<file path="config.mk">
export PLATFORM = sky130hd
export DESIGN_NAME = start_stop_stopwatch_display_top_flat
export DESIGN_NICKNAME = d
export VERILOG_FILES = /design/src/sv/ssd_pkg.sv /design/src/sv/ssd_if.sv /design/src/sv/start_stop_stopwatch_display_top.sv /design/src/sv/ssd_digit_cell.sv /design/src/flat_wrapper.sv
export SDC_FILE = /design/constraint.sdc
export NUM_CORES = 1
export LEC_CHECK = 0
export ABC_CLOCK_PERIOD_IN_PS = 4100
export BUFFER_PORTS_ARGS = -buffer_cell sky130_fd_sc_hd__buf_2
export CAP_MARGIN = 40
export CORE_ASPECT_RATIO = 1.4
export CORE_MARGIN = 3
export CORE_UTILIZATION = 30
export CTS_CLUSTER_DIAMETER = 80
export DETAILED_ROUTE_END_ITERATION = 10
export PLACE_DENSITY_LB_ADDON = 0.2
export SYNTH_ARGS = -nofsm -noshare
export SYNTH_HDL_FRONTEND = slang
export SYNTH_SLANG_ARGS = --single-unit
export TNS_END_PERCENT = 10
</file>
<file path="constraint.sdc">
create_clock -name clk_i -period 4.1 [get_ports clk_i]
set_input_delay 0.205 -clock clk_i [delete_from_list [all_inputs] [get_ports clk_i]]
set_output_delay 0.205 -clock clk_i [all_outputs]
set_load 0.05 [all_outputs]
</file>
<file path="src/sv/ssd_pkg.sv">
`timescale 1ns / 1ps
// ----------------------------------------------------------------------------
// ssd_pkg
// Shared types, constants and the seven-segment table for the stopwatch.
// ----------------------------------------------------------------------------
package ssd_pkg;

  localparam int unsigned NUM_DIGITS_DEF = 4;
  localparam int unsigned NUM_DIGITS_MAX = 6;

  localparam int unsigned COUNT_W   = 14;
  localparam int unsigned LOCKOUT_W = 10;
  localparam int unsigned BCD_W     = 4;
  localparam int unsigned NUM_CELLS = 4;
  localparam int unsigned POS_W     = 3;
  localparam int unsigned SEL_W     = 2;
  localparam int unsigned SEG_W     = 8;

  localparam logic [COUNT_W-1:0]   COUNT_LAST    = 14'd9999;
  localparam logic [LOCKOUT_W-1:0] LOCKOUT_RESET = 10'd100;
  localparam logic [BCD_W-1:0]     BCD_LAST      = 4'd9;
  localparam logic [POS_W-1:0]     DP_DIGIT      = 3'd2;

  typedef enum logic [1:0] {
    CMD_TICK   = 2'd0,
    CMD_BUTTON = 2'd1,
    CMD_SCAN   = 2'd2,
    CMD_NONE   = 2'd3
  } cmd_e;

  // Control handed to each counter cell.
  typedef struct packed {
    logic clear;
    logic inc;
  } cell_ctrl_t;

  // Active-low segment code of one decimal digit, decimal point dark.
  function automatic logic [SEG_W-1:0] seg_code(input logic [BCD_W-1:0] d);
    logic [SEG_W-1:0] code;
    case (d)
      4'd0: code = 8'hc0;
      4'd1: code = 8'hf9;
      4'd2: code = 8'ha4;
      4'd3: code = 8'hb0;
      4'd4: code = 8'h99;
      4'd5: code = 8'h92;
      4'd6: code = 8'h82;
      4'd7: code = 8'hf8;
      4'd8: code = 8'h80;
      4'd9: code = 8'h90;
      default: code = 8'hc0;
    endcase
    return code;
  endfunction

endpackage

</file>
<file path="src/sv/ssd_if.sv">
`timescale 1ns / 1ps
// ----------------------------------------------------------------------------
// ssd_in_if / ssd_out_if
// Valid/ready channels carrying the input and result words.
// ----------------------------------------------------------------------------
interface ssd_in_if;
  logic       valid;
  logic       ready;
  logic [1:0] cmd;
  logic       level;

  modport source (output valid, output cmd, output level, input ready);
  modport sink   (input valid, input cmd, input level, output ready);
endinterface

interface ssd_out_if;
  logic        valid;
  logic        ready;
  logic [13:0] count;
  logic        running;
  logic        toggled;
  logic [1:0]  digit_select;
  logic [7:0]  segments;

  modport source (output valid, output count, output running, output toggled,
                  output digit_select, output segments, input ready);
  modport sink   (input valid, input count, input running, input toggled,
                  input digit_select, input segments, output ready);
endinterface

</file>
<file path="src/sv/start_stop_stopwatch_display_top.sv">
`timescale 1ns / 1ps
// ----------------------------------------------------------------------------
// start_stop_stopwatch_display_top
// Start/stop stopwatch with a multiplexed seven-segment digit scan.
// ----------------------------------------------------------------------------
// Every accepted word (tick, button sample or scan step) yields exactly one
// result word, held in an output register from the cycle after acceptance.
// A new word is taken in every cycle while that register is empty or being
// read, so the block sustains one word per clock; it stalls only while the
// downstream side holds ready low with a result waiting. The centisecond
// count is kept both as a binary value and in a row of four decimal cells
// linked by their carries, which wrap together at 10000 and feed the
// segment decoder directly.
module start_stop_stopwatch_display_top #(
  parameter int unsigned NumDigits = ssd_pkg::NUM_DIGITS_DEF
) (
  input  logic                            clk_i,
  input  logic                            rst_ni,
  input  logic                            cfg_we_i,
  input  logic [ssd_pkg::LOCKOUT_W-1:0]   cfg_data_i,
  ssd_in_if.sink                          in_i,
  ssd_out_if.source                       out_o
);

  localparam int unsigned ScanW = (NumDigits > 1) ? $clog2(NumDigits) : 1;
  localparam logic [ScanW-1:0] ScanLast = ScanW'(NumDigits - 1);

  logic                            accept;
  logic [ssd_pkg::LOCKOUT_W-1:0]   lockout_ticks_q;
  logic [ssd_pkg::COUNT_W-1:0]     elapsed_q, elapsed_d;
  logic                            run_q, run_d;
  logic                            prev_q, prev_d;
  logic [ssd_pkg::LOCKOUT_W-1:0]   lockout_q, lockout_d;
  logic [ScanW-1:0]                scan_q, scan_d;
  logic                            toggled;
  logic                            clear_cnt, inc_cnt;

  ssd_pkg::cell_ctrl_t             cell_ctrl [ssd_pkg::NUM_CELLS];
  logic [ssd_pkg::NUM_CELLS-1:0]   carry;
  logic [ssd_pkg::BCD_W-1:0]       digit_d [ssd_pkg::NUM_CELLS];

  logic [ssd_pkg::POS_W-1:0]       pos;
  logic [ssd_pkg::BCD_W-1:0]       shown;
  logic [ssd_pkg::SEG_W-1:0]       seg;

  logic                            out_valid_q;

  assign in_i.ready = !out_valid_q || out_o.ready;
  assign accept     = in_i.valid && in_i.ready;

  always_ff @(posedge clk_i or negedge rst_ni) begin
    if (!rst_ni) begin
      lockout_ticks_q <= ssd_pkg::LOCKOUT_RESET;
    end else if (cfg_we_i) begin
      lockout_ticks_q <= cfg_data_i;
    end
  end

  always_comb begin
    elapsed_d = elapsed_q;
    run_d     = run_q;
    prev_d    = prev_q;
    lockout_d = lockout_q;
    scan_d    = scan_q;
    toggled   = 1'b0;
    clear_cnt = 1'b0;
    inc_cnt   = 1'b0;
    case (ssd_pkg::cmd_e'(in_i.cmd))
      ssd_pkg::CMD_TICK: begin
        if (lockout_q != '0) begin
          lockout_d = lockout_q - 1'b1;
        end
        if (run_q) begin
          inc_cnt   = 1'b1;
          elapsed_d = (elapsed_q == ssd_pkg::COUNT_LAST) ? '0 : elapsed_q + 1'b1;
        end
      end
      ssd_pkg::CMD_BUTTON: begin
        // Samples are dropped altogether while the lockout runs.
        if (lockout_q == '0) begin
          if (!in_i.level && prev_q) begin
            if (!run_q) begin
              clear_cnt = 1'b1;
              elapsed_d = '0;
            end
            run_d     = !run_q;
            lockout_d = lockout_ticks_q;
            toggled   = 1'b1;
          end
          prev_d = in_i.level;
        end
      end
      ssd_pkg::CMD_SCAN: begin
        scan_d = (scan_q == ScanLast) ? '0 : scan_q + 1'b1;
      end
      default: begin
      end
    endcase
  end

  always_ff @(posedge clk_i or negedge rst_ni) begin
    if (!rst_ni) begin
      elapsed_q <= '0;
      run_q     <= 1'b0;
      prev_q    <= 1'b0;
      lockout_q <= '0;
      scan_q    <= '0;
    end else if (accept) begin
      elapsed_q <= elapsed_d;
      run_q     <= run_d;
      prev_q    <= prev_d;
      lockout_q <= lockout_d;
      scan_q    <= scan_d;
    end
  end

  // Decimal cells: the ones cell counts ticks, each higher one takes the
  // carry of the cell below.
  for (genvar i = 0; i < ssd_pkg::NUM_CELLS; i++) begin : g_cell
    assign cell_ctrl[i].clear = clear_cnt;
    if (i == 0) begin : g_first
      assign cell_ctrl[i].inc = inc_cnt;
    end else begin : g_next
      assign cell_ctrl[i].inc = carry[i-1];
    end
    ssd_digit_cell u_cell (
      .clk_i     (clk_i),
      .rst_ni    (rst_ni),
      .en_i      (accept),
      .ctrl_i    (cell_ctrl[i]),
      .carry_o   (carry[i]),
      .digit_d_o (digit_d[i])
    );
  end

  // Positions above the thousands always show zero.
  always_comb begin
    pos   = ssd_pkg::POS_W'(scan_d);
    shown = '0;
    if (pos < ssd_pkg::POS_W'(ssd_pkg::NUM_CELLS)) begin
      shown = digit_d[pos[ssd_pkg::SEL_W-1:0]];
    end
    seg = ssd_pkg::seg_code(shown);
    if (pos == ssd_pkg::DP_DIGIT) begin
      seg[ssd_pkg::SEG_W-1] = 1'b0;
    end
  end

  always_ff @(posedge clk_i or negedge rst_ni) begin
    if (!rst_ni) begin
      out_valid_q <= 1'b0;
    end else if (accept) begin
      out_valid_q <= 1'b1;
    end else if (out_o.ready) begin
      out_valid_q <= 1'b0;
    end
  end

  always_ff @(posedge clk_i) begin
    if (accept) begin
      out_o.count        <= elapsed_d;
      out_o.running      <= run_d;
      out_o.toggled      <= toggled;
      out_o.digit_select <= pos[ssd_pkg::SEL_W-1:0];
      out_o.segments     <= seg;
    end
  end

  assign out_o.valid = out_valid_q;

endmodule

</file>
<file path="src/sv/ssd_digit_cell.sv">
`timescale 1ns / 1ps
// ----------------------------------------------------------------------------
// ssd_digit_cell
// One decimal digit of the elapsed count; passes its carry to the next cell.
// ----------------------------------------------------------------------------
module ssd_digit_cell (
  input  logic                        clk_i,
  input  logic                        rst_ni,
  input  logic                        en_i,
  input  ssd_pkg::cell_ctrl_t         ctrl_i,
  output logic                        carry_o,
  output logic [ssd_pkg::BCD_W-1:0]   digit_d_o
);

  logic [ssd_pkg::BCD_W-1:0] digit_q, digit_d;

  always_comb begin
    digit_d = digit_q;
    if (ctrl_i.clear) begin
      digit_d = '0;
    end else if (ctrl_i.inc) begin
      digit_d = (digit_q == ssd_pkg::BCD_LAST) ? '0 : digit_q + 1'b1;
    end
  end

  assign carry_o   = ctrl_i.inc && !ctrl_i.clear && (digit_q == ssd_pkg::BCD_LAST);
  assign digit_d_o = en_i ? digit_d : digit_q;

  always_ff @(posedge clk_i or negedge rst_ni) begin
    if (!rst_ni) begin
      digit_q <= '0;
    end else if (en_i) begin
      digit_q <= digit_d;
    end
  end

endmodule

</file>
<file path="src/flat_wrapper.sv">
// flat-port wrapper written by rule: the top's interface ports become plain ports
module start_stop_stopwatch_display_top_flat 
#(
  parameter int unsigned NumDigits = ssd_pkg::NUM_DIGITS_DEF
)
  (clk_i, rst_ni, cfg_we_i, cfg_data_i, in_i_valid, in_i_cmd, in_i_level, in_i_ready, out_o_valid, out_o_count, out_o_running, out_o_toggled, out_o_digit_select, out_o_segments, out_o_ready);
  ssd_in_if in_i_i ();
  ssd_out_if out_o_i ();
  input  logic clk_i;
  input  logic rst_ni;
  input  logic cfg_we_i;
  input  logic [ssd_pkg::LOCKOUT_W-1:0] cfg_data_i;
  input wire logic [$bits(in_i_i.valid)-1:0] in_i_valid;
  input wire logic [$bits(in_i_i.cmd)-1:0] in_i_cmd;
  input wire logic [$bits(in_i_i.level)-1:0] in_i_level;
  output wire logic [$bits(in_i_i.ready)-1:0] in_i_ready;
  output wire logic [$bits(out_o_i.valid)-1:0] out_o_valid;
  output wire logic [$bits(out_o_i.count)-1:0] out_o_count;
  output wire logic [$bits(out_o_i.running)-1:0] out_o_running;
  output wire logic [$bits(out_o_i.toggled)-1:0] out_o_toggled;
  output wire logic [$bits(out_o_i.digit_select)-1:0] out_o_digit_select;
  output wire logic [$bits(out_o_i.segments)-1:0] out_o_segments;
  input wire logic [$bits(out_o_i.ready)-1:0] out_o_ready;
  assign in_i_i.valid = in_i_valid;
  assign in_i_i.cmd = in_i_cmd;
  assign in_i_i.level = in_i_level;
  assign in_i_ready = in_i_i.ready;
  assign out_o_valid = out_o_i.valid;
  assign out_o_count = out_o_i.count;
  assign out_o_running = out_o_i.running;
  assign out_o_toggled = out_o_i.toggled;
  assign out_o_digit_select = out_o_i.digit_select;
  assign out_o_segments = out_o_i.segments;
  assign out_o_i.ready = out_o_ready;
  start_stop_stopwatch_display_top #(.NumDigits(NumDigits)) u_core (.clk_i(clk_i), .rst_ni(rst_ni), .cfg_we_i(cfg_we_i), .cfg_data_i(cfg_data_i), .in_i(in_i_i), .out_o(out_o_i));
endmodule
</file>
==> results.md, run 1 <==
* Ant. Diodes at 0
* Hold Path Class: input port to asynchronous set/reset pin
* Register area share after synthesis at 48.8%
* Worst Tran Pin Value at 742 ps
* Core Box Area at 14200 um2
* Post-DR wirelength/cell at 15.0 um
* Peak VDD IR at 0.000252 V
* Die ar. at 16300 um2
* Ratio of cells with drive above 1 in the final layout at 24.3%
* Final worst setup slack at 887 ps
* First-pass GRT wire length at 16900 um
* Synthesized net count at 465
* CTS Sinks at 81
* Drc violations at 0
* Nets at 512
* RSZ-0062 raised after global routing: false
* Power per cell area at 507 nW/um2
* Syn Area/Cell at 10.3 um2
* Startpoint types: flip-flop
* Setup violators final at 0
* Skew final at 8.60 ps
* DR vias at 3412
* GPL Wtd Cong at 0.871
* Post-synth ARST share at 67.9%
* Status: finished, final reports clean
* Unique cell type count in the Yosys netlist at 70
* Dpl ws at 862 ps
* YS warnings at 0
* Total global routing overflow at 0
* Most common library cell in the layout ignoring fill and taps: dfrtp_1
* All-Layer GR Usage at 13.2%
* Vias per cell at 5.12
* FP Rows at 51
* DR iter-0 viols at 198
* Mapped cell area at 4420 um2
* Post-CTS Hold Buffers at 0
* Fmax at 311 MHz
* Non-Filler Instances at 666
* Cts repair resizes at 0
* Kind of critical path: flip-flop to flip-flop
* # placed instances at 650
* HPWL Detailed at 7330 um
* Die width at 109 um
* Port bufs at 45
* Worst-path clk slew at 70 ps
* Final setup TNS at 0 ps
* Final Slew Violations at 0
* CTS Buf Count at 9
* Lkg Pwr at 2.19 nW
* Starting Density at 31.2%
* Final worst path period share at 78.4%
* Setup bufs post-CTS at 0
* DRT antenna net count at 0
* Max FO, Critical Path at 11
* CTS root buffer: clkbuf_16
* Clock buffer depth at 2
* Max-Cap Viols at 0
* Worst skew pair latency at 330 ps
* Critical Path Sink Type: flip-flop
* Final hold vios at 0
* Biggest area consumer among synthesized cells: dfrtp_1
* Post-Syn Instances at 429
* Routed Wire Length at 10000 um
* Seq cells post-synth at 81
* Vias in the first global route at 3467
* Fillers at 1453
* Crit path time final at 3210 ps
* Area Growth Syn to Fin at 16.2%
* Ranking of synthesized cells by area: dfrtp_1, edfxtp_1, mux2_2, ha_1, o21ai_0
* Slew HR at 50.5%
* EDFF count, synth at 26
* Pre-antenna DRT Iters at 4
* I/O pins at 46
* Worst EP arrival at 3310 ps
* Largest net degree at the start of global routing at 56
* Main synth FF type: dfrtp_1
* CTS tree: yes
* Chip height at 150 um
* Commonest non-fill, non-tap cells in the layout: dfrtp_1, buf_2, nor2_1
* Initial antenna violation count at 0
* CTS H-tree lvls at 3
* Post-synth top area share at 29.4%
* CP required at 4190 ps
cell type report:
class	instances	area, um2	area share [%]
timing repair buffer	55	300	5.84
tap	185	231	4.50
clock buffer	10	229	4.45
sequential	81	2160	42.0
multi-input combinational	311	2110	41.0
clock inverter	6	43.8	0.852
inverter	18	67.6	1.31
Yosys cell counts (2+ instances only):
cell type  count
dfstp_2        3
dfrtp_1       52
a21oi_1       23
and3b_1        2
o22ai_1        2
o21ai_0       37
nor2_1        39
o211a_1        2
nor4_1        10
o41ai_1        5
nor3_1         8
mux2i_1        6
nor4_2         2
nor2b_1        4
nand3_1       10
inv_1         17
nand2_1       33
and3_1         4
nand2b_1       7
nand3b_1       6
o21ai_1        4
edfxtp_1      26
a31oi_1        5
a21o_1         8
nand4_1        6
or4_4          2
ha_1          18
clkbuf_1      14
a211oi_1       4
mux2_2        25
o31ai_1        5
o22a_1         2
stage by stage:
step / power [mW] / instance area, um2 / utilization (%) / hold slack [ps]
floorplan: 1.69 / 4420 / - / -90.6
global placement: 1.87 / 4870 / 34.4 / 406
detailed placement: 1.88 / 4870 / 34.4 / 411
CTS: 2.65 / 5140 / 36.3 / 48.1
global route: 2.78 / 5140 / 36.3 / 80.8
finish: 2.60 / 5140 / 36.3 / 12.2
final timing paths:
kind	cells after the start	endpoint	slack, ps	from
min in group clk_i	2	u_core.lockout_ticks_q[3]	100	cfg_data_i[3]
setup / recovery	11	u_core.out_o.segments[6]	890	u_core.lockout_q[0]
hold / removal	2	u_core.g_cell[2].u_cell.digit_q[0]	10	rst_ni
setup reg to reg	11	u_core.out_o.segments[6]	890	u_core.lockout_q[0]
max in group asynchronous	2	u_core.elapsed_q[8]	3590	rst_ni
hold reg to reg	1	u_core.prev_q	500	u_core.prev_q
logic make-up after synthesis:
kind of cell | count (synthesis) | synth area share (%)
buffers and inverters | 37 | 3.70
AOI/OAI and AO/OA | 111 | 16.1
DFF | 81 | 48.8
xor gates and xnor gates | 1 | 0.198
muxes | 31 | 7.72
and+or+nand+nor | 150 | 18.3
adders and majority gates | 18 | 5.09
sequential cells by signal (all words and copies together), names as in the netlist:
register                      flops
u_core.elapsed_q                 14
u_core.g_cell.u_cell.digit_q     16
u_core.lockout_q                 10
u_core.lockout_ticks_q           10
u_core.out_o.count               14
u_core.out_o.digit_select         2
u_core.out_o.running              1
u_core.out_o.segments             8
u_core.out_o.toggled              1
u_core.out_o.valid                1
u_core.prev_q                     1
u_core.run_q                      1
u_core.scan_q                     2
routing by layer:
metal  track usage [%]  wire (um)
met5                 0          0
met2              23.3       5270
met4              6.19        219
met1              15.3       4160
met3              2.42        365
critical path, stage by stage (launching register included):
cell and delay, ps:
dfrtp_1 400, inv_1 90, ha_1 150, or3b_2 490, nor4_2 220, buf_4 210, o21ai_1 100, a22o_2 290
o221ai_1 440, inv_1 130, ha_1 220, o22a_1 210
power breakdown:
group	total, mW	internal (mW)	switching, mW
clock	0.746	0.411	0.335
sequential	1.06	0.981	0.0771
combinational	0.801	0.283	0.517
No activity file was read; power rests on OpenSTA's default activity.
==> inputs of run 2 (changes only) <==
ABC_CLOCK_PERIOD_IN_PS = 2650   (was 4100)
clock period = 2.65 ns   (was 4.1 ns; I/O delays follow)
==> run 2 against run 1 <==
Die area unchanged. Clock skew up 1.4 ps. Worst hold slack better by 9.5 ps. Sequential power up 51%. Combinational power up 110%. Largest power group is now combinational logic. The run now ends with negative setup slack left.
==> results.md, run 2 (synthesized netlist as in run 1, its figures left out) <==
* Largest reg by FF count: u_core.g_cell.u_cell.digit_q
* Reg2Reg Launch Point: u_core.lockout_q[1]
* Peak VDD IR at 0.000451 V (+79%)
* Max-Cap Viols at 0 (unchanged)
* Drc violations at 0 (unchanged)
* Final setup TNS at -1620 ps (-1620 ps)
* Largest net degree at the start of global routing at 27 (-52%)
* Vias per cell at 5.01 (-2.1%)
* Crit path time final at 2940 ps (-268 ps)
* Reg2reg setup slack at -290 ps (-1180 ps)
* Worst Tran Pin Value at 503 ps (-239 ps)
* Seq pwr share at 35.8% (-4.8 points)
* Total global routing overflow at 0 (unchanged)
* CTS root buffer: clkbuf_16
* Hold Path Class: input port to flip-flop
* Commonest non-fill, non-tap cells in the layout: buf_4, dfrtp_1, buf_2
* M3 GR Usage at 2.55% (+0.13 points)
* Startpoint types: flip-flop
* Switching pwr at 1.59 mW (+71%)
* M2 GR Usage at 24.9% (+1.6 points)
* Comb pwr share at 37.0% (+6.3 points)
* Power per cell area at 758 nW/um2 (+50%)
* CTS Buf Count at 9 (unchanged)
* Die ar. at 16300 um2 (unchanged)
* Clock buffer depth at 2 (unchanged)
* HPWL Detailed at 8080 um (+10%)
* Pre-antenna DRT Iters at 4 (unchanged)
* Global route hottest layer: met2
* Setup violators final at 7 (+7)
* Biggest regs: u_core.g_cell.u_cell.digit_q x16, u_core.elapsed_q x14, u_core.out_o.count x14
* CTS Sinks at 81 (unchanged)
* Fmax at 340 MHz (+9.1%)
* Met1 usage at 15.0% (-0.28 points)
* DR vias at 3726 (+9.2%)
* Status: finished, violations left
* Post-DR wirelength/cell at 14.7 um (-2.6%)
* RSZ-0062 raised after global routing: true
* Skew final at 10.0 ps (+1.41 ps)
* Switching share of power at 35.6% (-0.073 points)
* Final hold vios at 0 (unchanged)
* Internal power at 2.87 mW (+72%)
* First-pass GRT wire length at 17700 um (+5.0%)
* Final worst setup slack at -294 ps (-1180 ps)
* Final worst path period share at 111% (+33 points)
* Max reg flops at 16 (unchanged)
* Worst-path clk slew at 70 ps (about the same)
* Area Growth Syn to Fin at 33.0%
* Ratio of cells with drive above 1 in the final layout at 38.9% (+15 points)
* Lkg Pwr at 2.60 nW (+19%)
* Failing checks: negative setup slack
* All-Layer GR Usage at 13.8% (+0.61 points)
* Worst EP arrival at 3030 ps (-280 ps)
* Worst Setup SP: u_core.lockout_q[1]
* Most common library cell in the layout ignoring fill and taps: buf_4
* CTS tree: yes
* Kind of critical path: flip-flop to flip-flop
* Critical Path Sink Type: flip-flop
* Clk network pwr share at 27.2% (-1.4 points)
* FP Rows at 51 (unchanged)
* Chip height at 150 um (unchanged)
* Max FO, Critical Path at 5 (-6)
* I/O pins at 46 (unchanged)
* Nets at 589 (+15%)
* DRT antenna net count at 0 (unchanged)
* DR iter-0 viols at 163 (-18%)
* Worst skew pair latency at 340 ps (about the same)
* CP required at 2740 ps (-1450 ps)
* Starting Density at 31.2% (unchanged)
* GPL Wtd Cong at 0.863 (-0.83%)
* CTS H-tree lvls at 3 (unchanged)
* Vias in the first global route at 3754 (+8.3%)
* Routed Wire Length at 10900 um (+8.7%)
* Core Box Area at 14200 um2 (unchanged)
* Die width at 109 um (unchanged)
* Slew HR at 66.0% (+15 points)
* Initial antenna violation count at 0 (unchanged)
* Ant. Diodes at 0 (unchanged)
* Final Slew Violations at 0 (unchanged)
* Port bufs at 45 (unchanged)
* Pwr Total at 4.46 mW (+71%)
* Hold Crit Start: cfg_data_i[9]
## run 2: cell count changes in the layout (fill, tap and decap cells not counted), sizes merged
| cell | previous run | this run |
|---|---|---|
| buf | 55 | 131 |
| inv | 18 | 21 |
| clkinvlp | 4 | 2 |
| clkbuf | 10 | 9 |
| dlygate4sd3 | 0 | 1 |
## run 2: power by group through the flow
| stage | clock network (mW) | registers (mW) | logic (mW) |
|---|---|---|---|
| floorplan | 0 | 1.88 | 0.752 |
| global placement | 0 | 1.62 | 1.53 |
| detailed placement | 0 | 1.62 | 1.56 |
| CTS | 1.25 | 1.60 | 1.60 |
| global route | 1.30 | 1.62 | 1.82 |
| finish | 1.21 | 1.60 | 1.65 |
## run 2: final cells by class
class,count,area [um2]
clock buffers,9,225
flip-flops and latches,81,2160
multi-input cells,311,2240
inverters,18,67.6
fillers,1425,8280
clock inverters,7,61.3
well taps,185,231
repair buffers,132,901
## run 2: critical path, stage by stage, from the launching register on
cell      delay [ps]
dfrtp_1          390
inv_2             80
ha_4             120
or3b_4           380
buf_4            150
or4_4            450
nand4_4           90
nand3_2           80
o211a_1          250
a221oi_4         360
mux2i_1          250
o22ai_1           90
## run 2: what timing repair did
item                                    CTS  global route
endpoints found under the setup margin   16            40
hold buffers                              1             0
setup buffers                             3             6
endpoints found under the hold margin    16             0
gates resized for setup                  16            26
pin swaps                                14            10
cloned                                    1             0
## run 2: layer usage
layer	share of wire, %	up-vias
met1	41	1774
met5	0	-
met4	3.8	0
met2	51	82
li1	-	1842
met3	3.5	28
## run 2: through the flow
step	setup slack [ps]	util, %	instance area (um2)	hold slack, ps	std cells
3_3_place_gp	-273	38.1	5400	115	717
5_1_grt	-411	41.5	5890	25.5	743
4_1_cts	-276	40.8	5770	12.1	738
3_5_place_dp	-328	38.1	5400	120	717
2_1_floorplan	-216	-	4450	-163	429
6_report	-294	41.5	5890	21.7	743
## run 2: worst paths after layout
| check | endpoint | cells after the start |
|---|---|---|
| setup / recovery | u_core.out_o.segments[4] | 11 |
| hold / removal | u_core.lockout_ticks_q[9] | 2 |
| setup reg to reg | u_core.out_o.segments[4] | 11 |
| hold reg to reg | u_core.lockout_ticks_q[3] | 1 |
| max in group asynchronous | u_core.lockout_ticks_q[5] | 3 |
| min in group asynchronous | u_core.elapsed_q[8] | 2 |
